==> src/design/bep_pkg.sv <==
// Package for the beacon element parser: element tags, field widths,
// result kinds and the cipher/AKM code tables. No dependencies.
`timescale 1ns / 1ps

package bep_pkg;

    // Default size of the kept SSID.
    localparam int ESSID_MAX_DEF = 32;

    // Element tag numbers.
    localparam logic [7:0] TAG_SSID    = 8'h00;
    localparam logic [7:0] TAG_RATES   = 8'h01;
    localparam logic [7:0] TAG_CHANNEL = 8'h03;
    localparam logic [7:0] TAG_RSN     = 8'h30;
    localparam logic [7:0] TAG_XRATES  = 8'h32;

    // Body offsets of the pairwise cipher and AKM suite type bytes in RSN.
    localparam logic [7:0] RSN_CIPHER_POS = 8'd11;
    localparam logic [7:0] RSN_AKM_POS    = 8'd17;
    localparam logic [7:0] RSN_MIN_LEN    = 8'd4;

    // Suite type bytes.
    localparam logic [7:0] SUITE_TKIP = 8'h02;
    localparam logic [7:0] SUITE_CCMP = 8'h04;
    localparam logic [7:0] AKM_EAP    = 8'h01;
    localparam logic [7:0] AKM_PSK    = 8'h02;

    // Reported security kinds.
    localparam logic [1:0] CIPHER_UNKNOWN = 2'd0;
    localparam logic [1:0] CIPHER_CCMP    = 2'd1;
    localparam logic [1:0] CIPHER_TKIP    = 2'd2;
    localparam logic [1:0] AUTH_UNKNOWN   = 2'd0;
    localparam logic [1:0] AUTH_PSK       = 2'd1;
    localparam logic [1:0] AUTH_EAP       = 2'd2;

    // Result kinds carried on tuser.
    localparam logic KIND_SSID    = 1'b0;
    localparam logic KIND_SUMMARY = 1'b1;

    // Output word width: 35 bits of fields padded to whole bytes.
    localparam int OUT_DATA_W = 40;
    localparam int SSID_LEN_W = 6;

    function automatic logic [1:0] cipher_code(input logic [7:0] b);
        logic [1:0] c;
        if (b == SUITE_CCMP) begin
            c = CIPHER_CCMP;
        end else if (b == SUITE_TKIP) begin
            c = CIPHER_TKIP;
        end else begin
            c = CIPHER_UNKNOWN;
        end
        return c;
    endfunction

    function automatic logic [1:0] akm_code(input logic [7:0] b);
        logic [1:0] c;
        if (b == AKM_PSK) begin
            c = AUTH_PSK;
        end else if (b == AKM_EAP) begin
            c = AUTH_EAP;
        end else begin
            c = AUTH_UNKNOWN;
        end
        return c;
    endfunction

endpackage

==> src/design/bep_ram.sv <==
// Generic simple dual-port RAM: one write port, one read port with
// registered read data. No dependencies.
`timescale 1ns / 1ps

module bep_ram #(
    parameter int WIDTH = 8,
    parameter int DEPTH = 64
) (
    input  logic                     i_clk,
    input  logic                     i_wr_en,
    input  logic [$clog2(DEPTH)-1:0] i_wr_addr,
    input  logic [WIDTH-1:0]         i_wr_data,
    input  logic                     i_rd_en,
    input  logic [$clog2(DEPTH)-1:0] i_rd_addr,
    output logic [WIDTH-1:0]         o_rd_data
);

    logic [WIDTH-1:0] r_mem [DEPTH];
    logic [WIDTH-1:0] r_rd_data;

    always_ff @(posedge i_clk) begin
        if (i_wr_en) begin
            r_mem[i_wr_addr] <= i_wr_data;
        end
        if (i_rd_en) begin
            r_rd_data <= r_mem[i_rd_addr];
        end
    end

    assign o_rd_data = r_rd_data;

endmodule

==> src/design/beacon_element_parser.sv <==
// Beacon element parser top level: tag/length walker, two-bank SSID store
// and result drain. Depends on bep_pkg and bep_ram.
`timescale 1ns / 1ps

// Usage
// Slave stream: one tagged-parameter byte per word in tdata, tlast on the
// final byte of the frame. Bytes are taken one per cycle while tready is high.
// Master stream: at frame end the block sends one word per kept SSID byte
// (tuser = 0) and then one summary word (tuser = 1, tlast = 1). Every word
// carries the frame's summary fields.
// The first result of a frame passes the drain's RAM read stage and output
// register after its final byte is accepted; the drain then sends one word
// per cycle when not stalled, so a frame yields ssid_length + 1 words.
// The SSID store has two banks: the next frame is parsed into one bank while
// the previous frame is drained from the other. The final byte of a frame is
// held off (tready low while tlast is high) until the previous frame's
// summary word has left the drain.
// A stall on the master side holds the output register and then the RAM
// read stage; parsing goes on until the next frame's final byte.
// Reset (synchronous, active low) clears the parse state and empties the
// drain; the SSID store needs no clearing.
module beacon_element_parser #(
    parameter int ESSID_MAX = bep_pkg::ESSID_MAX_DEF
) (
    input  logic                          i_clk,
    input  logic                          i_rst_n,
    input  logic                          i_s_tvalid,
    output logic                          o_s_tready,
    input  logic [7:0]                    i_s_tdata,  // data_byte[7:0]
    input  logic                          i_s_tlast,  // frame_end
    output logic                          o_m_tvalid,
    input  logic                          i_m_tready,
    // ssid_byte[7:0], ssid_length[13:8], ssid_truncated[14],
    // channel_number[22:15], max_rate_mbps[29:23], rsn_present[30],
    // cipher_kind[32:31], auth_kind[34:33], zero pad[39:35]
    output logic [bep_pkg::OUT_DATA_W-1:0] o_m_tdata,
    output logic                          o_m_tuser,  // result_kind
    output logic                          o_m_tlast   // run_last
);

    localparam int CW    = $clog2(ESSID_MAX + 1);
    localparam int DEPTH = 2 * ESSID_MAX;
    localparam int AW    = $clog2(DEPTH);
    localparam logic [AW-1:0] BANK_OFS = AW'(ESSID_MAX);
    localparam logic [8:0]    EMAX9    = 9'(ESSID_MAX);

    typedef enum logic [1:0] {
        PH_TAG  = 2'd0,
        PH_LEN  = 2'd1,
        PH_BODY = 2'd2
    } t_phase;

    // Parse state.
    t_phase      r_phase, n_phase;
    logic [7:0]  r_tag, n_tag;
    logic [7:0]  r_len, n_len;
    logic [7:0]  r_bidx, n_bidx;
    logic [7:0]  r_emax, n_emax;
    logic [CW-1:0] r_count, n_count;
    logic        r_ovf, n_ovf;
    logic [7:0]  r_chan, n_chan;
    logic [6:0]  r_rate, n_rate;
    logic        r_rsn, n_rsn;
    logic [1:0]  r_cipher, n_cipher;
    logic [1:0]  r_auth, n_auth;
    logic        r_wr_bank, n_wr_bank;

    // Frame snapshot used by the drain.
    logic [CW-1:0] r_sn_count, n_sn_count;
    logic        r_sn_ovf, n_sn_ovf;
    logic [7:0]  r_sn_chan, n_sn_chan;
    logic [6:0]  r_sn_rate, n_sn_rate;
    logic        r_sn_rsn, n_sn_rsn;
    logic [1:0]  r_sn_cipher, n_sn_cipher;
    logic [1:0]  r_sn_auth, n_sn_auth;
    logic        r_rd_bank, n_rd_bank;

    // Drain control.
    logic        r_busy, n_busy;
    logic        r_sum_issued, n_sum_issued;
    logic [CW-1:0] r_rd_idx, n_rd_idx;
    logic        r_q_valid, n_q_valid;
    logic        r_q_kind, n_q_kind;

    // Output register.
    logic        r_out_valid, n_out_valid;
    logic [bep_pkg::OUT_DATA_W-1:0] r_out_data, n_out_data;
    logic        r_out_kind, n_out_kind;

    logic          s_acc;
    logic          q_move;
    logic          issue_ok;
    logic [7:0]    new_emax;
    logic          wr_en;
    logic [AW-1:0] wr_addr;
    logic          rd_en;
    logic [AW-1:0] rd_addr;
    logic [7:0]    rd_data;

    assign o_s_tready = !(r_busy && i_s_tlast);
    assign s_acc      = i_s_tvalid && o_s_tready;
    assign q_move     = r_q_valid && (!r_out_valid || i_m_tready);
    assign issue_ok   = r_busy && !r_sum_issued && (!r_q_valid || q_move);

    assign wr_addr  = AW'(r_bidx) + (r_wr_bank ? BANK_OFS : '0);
    assign rd_addr  = AW'(r_rd_idx) + (r_rd_bank ? BANK_OFS : '0);
    assign new_emax = ((r_bidx == 8'd0) || (i_s_tdata > r_emax)) ? i_s_tdata : r_emax;

    always_comb begin
        n_phase      = r_phase;
        n_tag        = r_tag;
        n_len        = r_len;
        n_bidx       = r_bidx;
        n_emax       = r_emax;
        n_count      = r_count;
        n_ovf        = r_ovf;
        n_chan       = r_chan;
        n_rate       = r_rate;
        n_rsn        = r_rsn;
        n_cipher     = r_cipher;
        n_auth       = r_auth;
        n_wr_bank    = r_wr_bank;
        n_sn_count   = r_sn_count;
        n_sn_ovf     = r_sn_ovf;
        n_sn_chan    = r_sn_chan;
        n_sn_rate    = r_sn_rate;
        n_sn_rsn     = r_sn_rsn;
        n_sn_cipher  = r_sn_cipher;
        n_sn_auth    = r_sn_auth;
        n_rd_bank    = r_rd_bank;
        n_busy       = r_busy;
        n_sum_issued = r_sum_issued;
        n_rd_idx     = r_rd_idx;
        n_q_valid    = r_q_valid;
        n_q_kind     = r_q_kind;
        n_out_valid  = r_out_valid;
        n_out_data   = r_out_data;
        n_out_kind   = r_out_kind;
        wr_en        = 1'b0;
        rd_en        = 1'b0;

        if (s_acc) begin
            unique case (r_phase)
                PH_TAG: begin
                    n_tag   = i_s_tdata;
                    n_phase = PH_LEN;
                end
                PH_LEN: begin
                    n_len  = i_s_tdata;
                    n_bidx = 8'd0;
                    n_emax = 8'd0;
                    if (r_tag == bep_pkg::TAG_SSID) begin
                        n_count = '0;
                        n_ovf   = ({1'b0, i_s_tdata} > EMAX9);
                    end
                    if (r_tag == bep_pkg::TAG_RSN && i_s_tdata >= bep_pkg::RSN_MIN_LEN) begin
                        n_rsn = 1'b1;
                    end
                    n_phase = (i_s_tdata != 8'd0) ? PH_BODY : PH_TAG;
                end
                default: begin
                    // Body byte; an unused phase code is handled the same way.
                    if (r_tag == bep_pkg::TAG_SSID) begin
                        if ({1'b0, r_bidx} < EMAX9) begin
                            wr_en   = 1'b1;
                            n_count = CW'({1'b0, r_bidx} + 9'd1);
                        end
                    end else if (r_tag == bep_pkg::TAG_CHANNEL) begin
                        if (r_bidx == 8'd0) begin
                            n_chan = i_s_tdata;
                        end
                    end else if (r_tag == bep_pkg::TAG_RATES
                                 || r_tag == bep_pkg::TAG_XRATES) begin
                        n_emax = new_emax;
                        if (r_tag == bep_pkg::TAG_XRATES) begin
                            n_rate = new_emax[7:1];
                        end else if (new_emax[7:1] > r_rate) begin
                            n_rate = new_emax[7:1];
                        end
                    end else if (r_tag == bep_pkg::TAG_RSN) begin
                        if (r_bidx == bep_pkg::RSN_CIPHER_POS) begin
                            n_cipher = bep_pkg::cipher_code(i_s_tdata);
                        end else if (r_bidx == bep_pkg::RSN_AKM_POS) begin
                            n_auth = bep_pkg::akm_code(i_s_tdata);
                        end
                    end
                    n_bidx = r_bidx + 8'd1;
                    if (n_bidx >= r_len) begin
                        n_phase = PH_TAG;
                    end
                end
            endcase

            if (i_s_tlast) begin
                // Freeze the frame's results for the drain and start afresh.
                n_sn_count   = n_count;
                n_sn_ovf     = n_ovf;
                n_sn_chan    = n_chan;
                n_sn_rate    = n_rate;
                n_sn_rsn     = n_rsn;
                n_sn_cipher  = n_cipher;
                n_sn_auth    = n_auth;
                n_rd_bank    = r_wr_bank;
                n_wr_bank    = !r_wr_bank;
                n_busy       = 1'b1;
                n_sum_issued = 1'b0;
                n_rd_idx     = '0;
                n_phase      = PH_TAG;
                n_tag        = 8'd0;
                n_len        = 8'd0;
                n_bidx       = 8'd0;
                n_emax       = 8'd0;
                n_count      = '0;
                n_ovf        = 1'b0;
                n_chan       = 8'd0;
                n_rate       = 7'd0;
                n_rsn        = 1'b0;
                n_cipher     = 2'd0;
                n_auth       = 2'd0;
            end
        end

        // Output register.
        if (q_move) begin
            n_out_valid = 1'b1;
            n_out_kind  = r_q_kind;
            n_out_data  = {5'd0, r_sn_auth, r_sn_cipher, r_sn_rsn, r_sn_rate, r_sn_chan,
                           r_sn_ovf, bep_pkg::SSID_LEN_W'(r_sn_count),
                           (r_q_kind == bep_pkg::KIND_SUMMARY) ? 8'd0 : rd_data};
            n_q_valid   = 1'b0;
            if (r_q_kind == bep_pkg::KIND_SUMMARY) begin
                n_busy = 1'b0;
            end
        end else if (i_m_tready) begin
            n_out_valid = 1'b0;
        end

        // Issue the next SSID read, or the summary token after the last one.
        if (issue_ok) begin
            n_q_valid = 1'b1;
            if (r_rd_idx < r_sn_count) begin
                rd_en    = 1'b1;
                n_q_kind = bep_pkg::KIND_SSID;
                n_rd_idx = r_rd_idx + CW'(1);
            end else begin
                n_q_kind     = bep_pkg::KIND_SUMMARY;
                n_sum_issued = 1'b1;
            end
        end
    end

    always_ff @(posedge i_clk) begin
        if (!i_rst_n) begin
            r_phase      <= PH_TAG;
            r_tag        <= 8'd0;
            r_len        <= 8'd0;
            r_bidx       <= 8'd0;
            r_emax       <= 8'd0;
            r_count      <= '0;
            r_ovf        <= 1'b0;
            r_chan       <= 8'd0;
            r_rate       <= 7'd0;
            r_rsn        <= 1'b0;
            r_cipher     <= 2'd0;
            r_auth       <= 2'd0;
            r_wr_bank    <= 1'b0;
            r_rd_bank    <= 1'b0;
            r_busy       <= 1'b0;
            r_sum_issued <= 1'b0;
            r_rd_idx     <= '0;
            r_q_valid    <= 1'b0;
            r_q_kind     <= bep_pkg::KIND_SSID;
            r_out_valid  <= 1'b0;
            r_out_kind   <= bep_pkg::KIND_SSID;
        end else begin
            r_phase      <= n_phase;
            r_tag        <= n_tag;
            r_len        <= n_len;
            r_bidx       <= n_bidx;
            r_emax       <= n_emax;
            r_count      <= n_count;
            r_ovf        <= n_ovf;
            r_chan       <= n_chan;
            r_rate       <= n_rate;
            r_rsn        <= n_rsn;
            r_cipher     <= n_cipher;
            r_auth       <= n_auth;
            r_wr_bank    <= n_wr_bank;
            r_rd_bank    <= n_rd_bank;
            r_busy       <= n_busy;
            r_sum_issued <= n_sum_issued;
            r_rd_idx     <= n_rd_idx;
            r_q_valid    <= n_q_valid;
            r_q_kind     <= n_q_kind;
            r_out_valid  <= n_out_valid;
            r_out_kind   <= n_out_kind;
        end
        r_sn_count  <= n_sn_count;
        r_sn_ovf    <= n_sn_ovf;
        r_sn_chan   <= n_sn_chan;
        r_sn_rate   <= n_sn_rate;
        r_sn_rsn    <= n_sn_rsn;
        r_sn_cipher <= n_sn_cipher;
        r_sn_auth   <= n_sn_auth;
        r_out_data  <= n_out_data;
    end

    bep_ram #(
        .WIDTH (8),
        .DEPTH (DEPTH)
    ) u_ssid_ram (
        .i_clk     (i_clk),
        .i_wr_en   (wr_en),
        .i_wr_addr (wr_addr),
        .i_wr_data (i_s_tdata),
        .i_rd_en   (rd_en),
        .i_rd_addr (rd_addr),
        .o_rd_data (rd_data)
    );

    assign o_m_tvalid = r_out_valid;
    assign o_m_tdata  = r_out_data;
    assign o_m_tuser  = r_out_kind;
    assign o_m_tlast  = (r_out_kind == bep_pkg::KIND_SUMMARY);

`ifndef SYNTHESIS
    // The drain reads one bank while the parser writes the other.
    a_no_bank_clash: assert property (@(posedge i_clk) disable iff (!i_rst_n)
        (wr_en && rd_en) |-> (wr_addr != rd_addr))
        else $error("SSID write and drain read hit the same entry");

    a_rd_idx_bound: assert property (@(posedge i_clk) disable iff (!i_rst_n)
        r_busy |-> (r_rd_idx <= r_sn_count))
        else $error("drain read index ran past the kept SSID length");

    a_summary_after_bytes: assert property (@(posedge i_clk) disable iff (!i_rst_n)
        (r_busy && r_sum_issued) |-> (r_rd_idx == r_sn_count))
        else $error("summary issued before all SSID bytes were read");

    a_busy_drops_on_summary: assert property (@(posedge i_clk) disable iff (!i_rst_n)
        (r_busy && !n_busy) |-> (q_move && r_q_kind == bep_pkg::KIND_SUMMARY))
        else $error("drain released without passing on the summary word");
`endif

endmodule

==> config.mk <==
export PLATFORM = sky130hd
export DESIGN_NAME = beacon_element_parser
export DESIGN_NICKNAME = d
export VERILOG_FILES = /design/src/design/bep_pkg.sv /design/src/design/bep_ram.sv /design/src/design/beacon_element_parser.sv
export SDC_FILE = /design/constraint.sdc
export NUM_CORES = 1
export LEC_CHECK = 0
export BUFFER_PORTS_ARGS = -buffer_cell sky130_fd_sc_hd__buf_4
export CAP_MARGIN = 40
export CORE_MARGIN = 10
export CORE_UTILIZATION = 40
export CTS_CLUSTER_DIAMETER = 50
export DETAILED_ROUTE_END_ITERATION = 16
export SYNTH_ARGS = -nofsm -noshare
export SYNTH_HDL_FRONTEND = slang
export SYNTH_SLANG_ARGS = --single-unit
==> constraint.sdc <==
create_clock -name i_clk -period 11.2 [get_ports i_clk]
set_input_delay 0.56 -clock i_clk [delete_from_list [all_inputs] [get_ports i_clk]]
set_output_delay 0.56 -clock i_clk [all_outputs]
set_load 0.02 [all_outputs]
==> metrics.txt <==
Num CTS Buffers=71; share of cells above drive strength 1=0.192; worst hold path class=input pin to register; cell depth of the worst flop-to-flop path=8; Post CTS Setup Buffer Count=0; Finish-stage setup viols=0; critical path endpoint category=register; die height=~280 um; DRC Markers=0; max_slew headroom=0.380; Async SR Flop Fraction=0; Hold-fix buffers, CTS=0; grt total ovfl=0; total die area=roughly 0.077 mm2; part of the Yosys area used for sequential elements=0.718; reg2reg start=r_rd_idx[0]$_SDFF_PN0_; Clk pin slew, worst setup/hold paths=around 0.060 ns; Synth top area share=0.661; CP startpoint=r_rd_idx[0]$_SDFF_PN0_; core area=0.0656 mm2; post-synth cell types=between 80 and 90; final worst slack=6.95 ns; max-slew violations=0; fin cells=between 2000 and 3000; worst hold start=i_s_tdata[6]; design area=between 0.03 and 0.04 mm2; clk buf depth=3; gp weighted congestion=0.843; Worst Path Max Fanout=42; pwr/cell area=172 mW/mm2; dpl ws=around 6.6 ns; Vias=about 15000; first-pass GRT wire length=99000 um; FP Rows=94; later-pin clock latency in the skew report=about 0.6 ns; Worst-Margin Slew=0.924 ns; Hold Path Sink=u_ssid_ram.r_mem[34][6]$_DFFE_PP_; Hold Path Depth=1; Cell Area, Placed=around 0.028 mm2; vias in the first global route=14800; final wirelength=~67000 um; critical path class=register to register; Initial DRC Count=~1400; vias per cell=5.65; H-tree Lvls=3; predominant post-synthesis flop cell=edfxtp_1; CP startpoint kind=register; final net count=1702; #FFs+latches synth=657; die width=about 280 um; syn avg cell area=between 15 and 20 um2; synth top area cells=edfxtp_1 66%, mux4_2 7.8%, dfxtp_1 5.7%; Fmax achieved=about 0.24 GHz; CTS tree=done; Port Buffers=between 50 and 60; PostCTS Resize Cnt=0; Netlist Area Pre-Place=between 0.02 and 0.03 mm2; status=complete, no violations; HPWL Detailed=42800 um; Worst IR Drop VDD=approximately 0.11 mV; pin count of the biggest net entering global routing=between 70 and 80; antenna-violating nets left=0; crit share post-route=0.379; reg-to-reg slack, setup=~7.0 ns; starting density of the core=0.403; Max-cap violations=0; Global Route Usage Sum=0.171; initial antenna violation count=0; synth warn=0; EDFF count, synth=just under 600; Final TNS setup=0 ns; Pre-Repair DR Iteration Count=5; Final Hold Viols=0; largest area contributor in the netlist=edfxtp_1; leakage=0.00970 uW; Num Clock Sinks=around 660; Fin Hold WS=roughly 0.26 ns; crit path time final=between 4 and 5 ns; RSZ-0062 raised after global routing=false; dpl cells=2447; critical path arrival=4.61 ns; filler instances=5578; Worst Skew=approximately 0.036 ns; P&R area growth vs syn=13.9%; WL per Instance=25.9 um; Root Buffer=clkbuf_16; num ports=57; Mapped Cells=roughly 1600; data required time of the worst path=roughly 12 ns; RR Endpoint=u_ssid_ram.o_rd_data[2]$_DFFE_PP_
==> cells by family (layout without fill, tap and decap cells) <==
group / Yosys count / in the layout / synth area share
and+or+nand+nor: 329 / 329 / 0.0592
adders and majority gates: 32 / 32 / 0.0152
muxes: 193 / 193 / 0.121
other: 1 / 6 / 0.000142
xor gates and xnor gates: 11 / 11 / 0.00365
AOI/OAI and AO/OA: 220 / 220 / 0.0593
buffers and inverters: 112 / 264 / 0.0234
DFF: 657 / 657 / 0.718
==> cell usage in the layout, fill, tap and decap left out, types with 20 or more instances in the layout <==
cell and count:
o21ai_0 24, mux4_2 92, nand3_1 28, ha_1 32, nor2_1 131, o22ai_1 20
buf_4 90, dfxtp_1 72, nand2_1 84, inv_1 38, clkbuf_16 74, a21oi_1 43
a211oi_1 20, mux2i_1 85, edfxtp_1 582
==> layout make-up <==
| type | count | area (um2) | area share |
|---|---|---|---|
| inverters | 43 | 161 | 0.00536 |
| well taps | 864 | 1080 | 0.0359 |
| multi-input cells | 790 | 6850 | 0.227 |
| clock inverters | 37 | 347 | 0.0115 |
| flip-flops and latches | 657 | 19000 | 0.631 |
| clock buffers | 90 | 1940 | 0.0645 |
| diodes | 1 | 2.50 | 0.0000831 |
| repair buffers | 94 | 734 | 0.0244 |
==> cell usage after synthesis (8+ instances only) <==
| cell type | n |
|---|---|
| a21oi_1 | 43 |
| inv_1 | 38 |
| mux4_2 | 92 |
| o21ai_0 | 24 |
| a22oi_1 | 18 |
| nand2_1 | 84 |
| buf_6 | 11 |
| nor2_1 | 131 |
| nand3_1 | 28 |
| nor2b_1 | 15 |
| mux2i_1 | 85 |
| dfxtp_1 | 75 |
| a211oi_1 | 20 |
| a21o_1 | 8 |
| o22ai_1 | 20 |
| buf_4 | 15 |
| mux2_2 | 10 |
| a2111oi_0 | 8 |
| buf_2 | 19 |
| a22o_1 | 17 |
| edfxtp_1 | 582 |
| clkbuf_1 | 16 |
| ha_1 | 32 |
| nor3_1 | 18 |
==> metrics by stage <==
step                power (uW)  utilization
finish                    5190        0.459
global route              5350        0.459
CTS                       5230        0.458
detailed placement        2950        0.424
global placement          2940        0.421
floorplan                 2860            -
==> worst max-delay path, stage by stage (launching register included) <==
cell and delay [ns]:
dfxtp_4 0.86, buf_4 0.67, buf_4 0.69, mux4_2 0.62
nand2_1 0.09, a21oi_1 0.09, a2111oi_0 0.61, a221oi_1 0.13
o21a_1 0.17
==> how the worst max path moves through the flow <==
stage                                         to  slack, ns  depth (start not counted)
3_5_place_dp              r_sn_rate[1]$_DFFE_PP_       6.61                         14
4_1_cts        u_ssid_ram.o_rd_data[2]$_DFFE_PP_       6.92                          8
6_report       u_ssid_ram.o_rd_data[2]$_DFFE_PP_       6.95                          8
2_1_floorplan             r_sn_rate[2]$_DFFE_PP_       7.32                         15
3_3_place_gp              r_sn_rate[1]$_DFFE_PP_       6.76                         14
5_1_grt        u_ssid_ram.o_rd_data[2]$_DFFE_PP_       6.67                          8
==> registers in the layout, indices dropped and copies added (netlist names), 6 cells and up <==
signal and count:
o_m_tdata 35, u_ssid_ram.r_mem 512, r_emax 8, r_rd_idx 6
u_ssid_ram.o_rd_data 8, r_bidx 8, r_rate 7, r_count 6
r_sn_rate 7, r_sn_chan 8, r_sn_count 6, r_chan 8
r_len 8, r_tag 8
==> where the power goes <==
| part | total (uW) | leakage (uW) | internal [uW] | switching (uW) |
|---|---|---|---|---|
| combinational | 199 | 0.00272 | 69.2 | 130 |
| clock | 2290 | 0.00112 | 1350 | 943 |
| sequential | 2690 | 0.00586 | 2680 | 16.6 |
==> per-layer routing <==
metal  GRT usage  up-vias  part of all wire
met5           0        -                 0
met3      0.0266      136             0.066
li1            -     6366                 -
met2       0.282      550              0.49
met4      0.0796        0             0.043
met1       0.219     7509              0.40
Power figures use the tool's default switching activity.
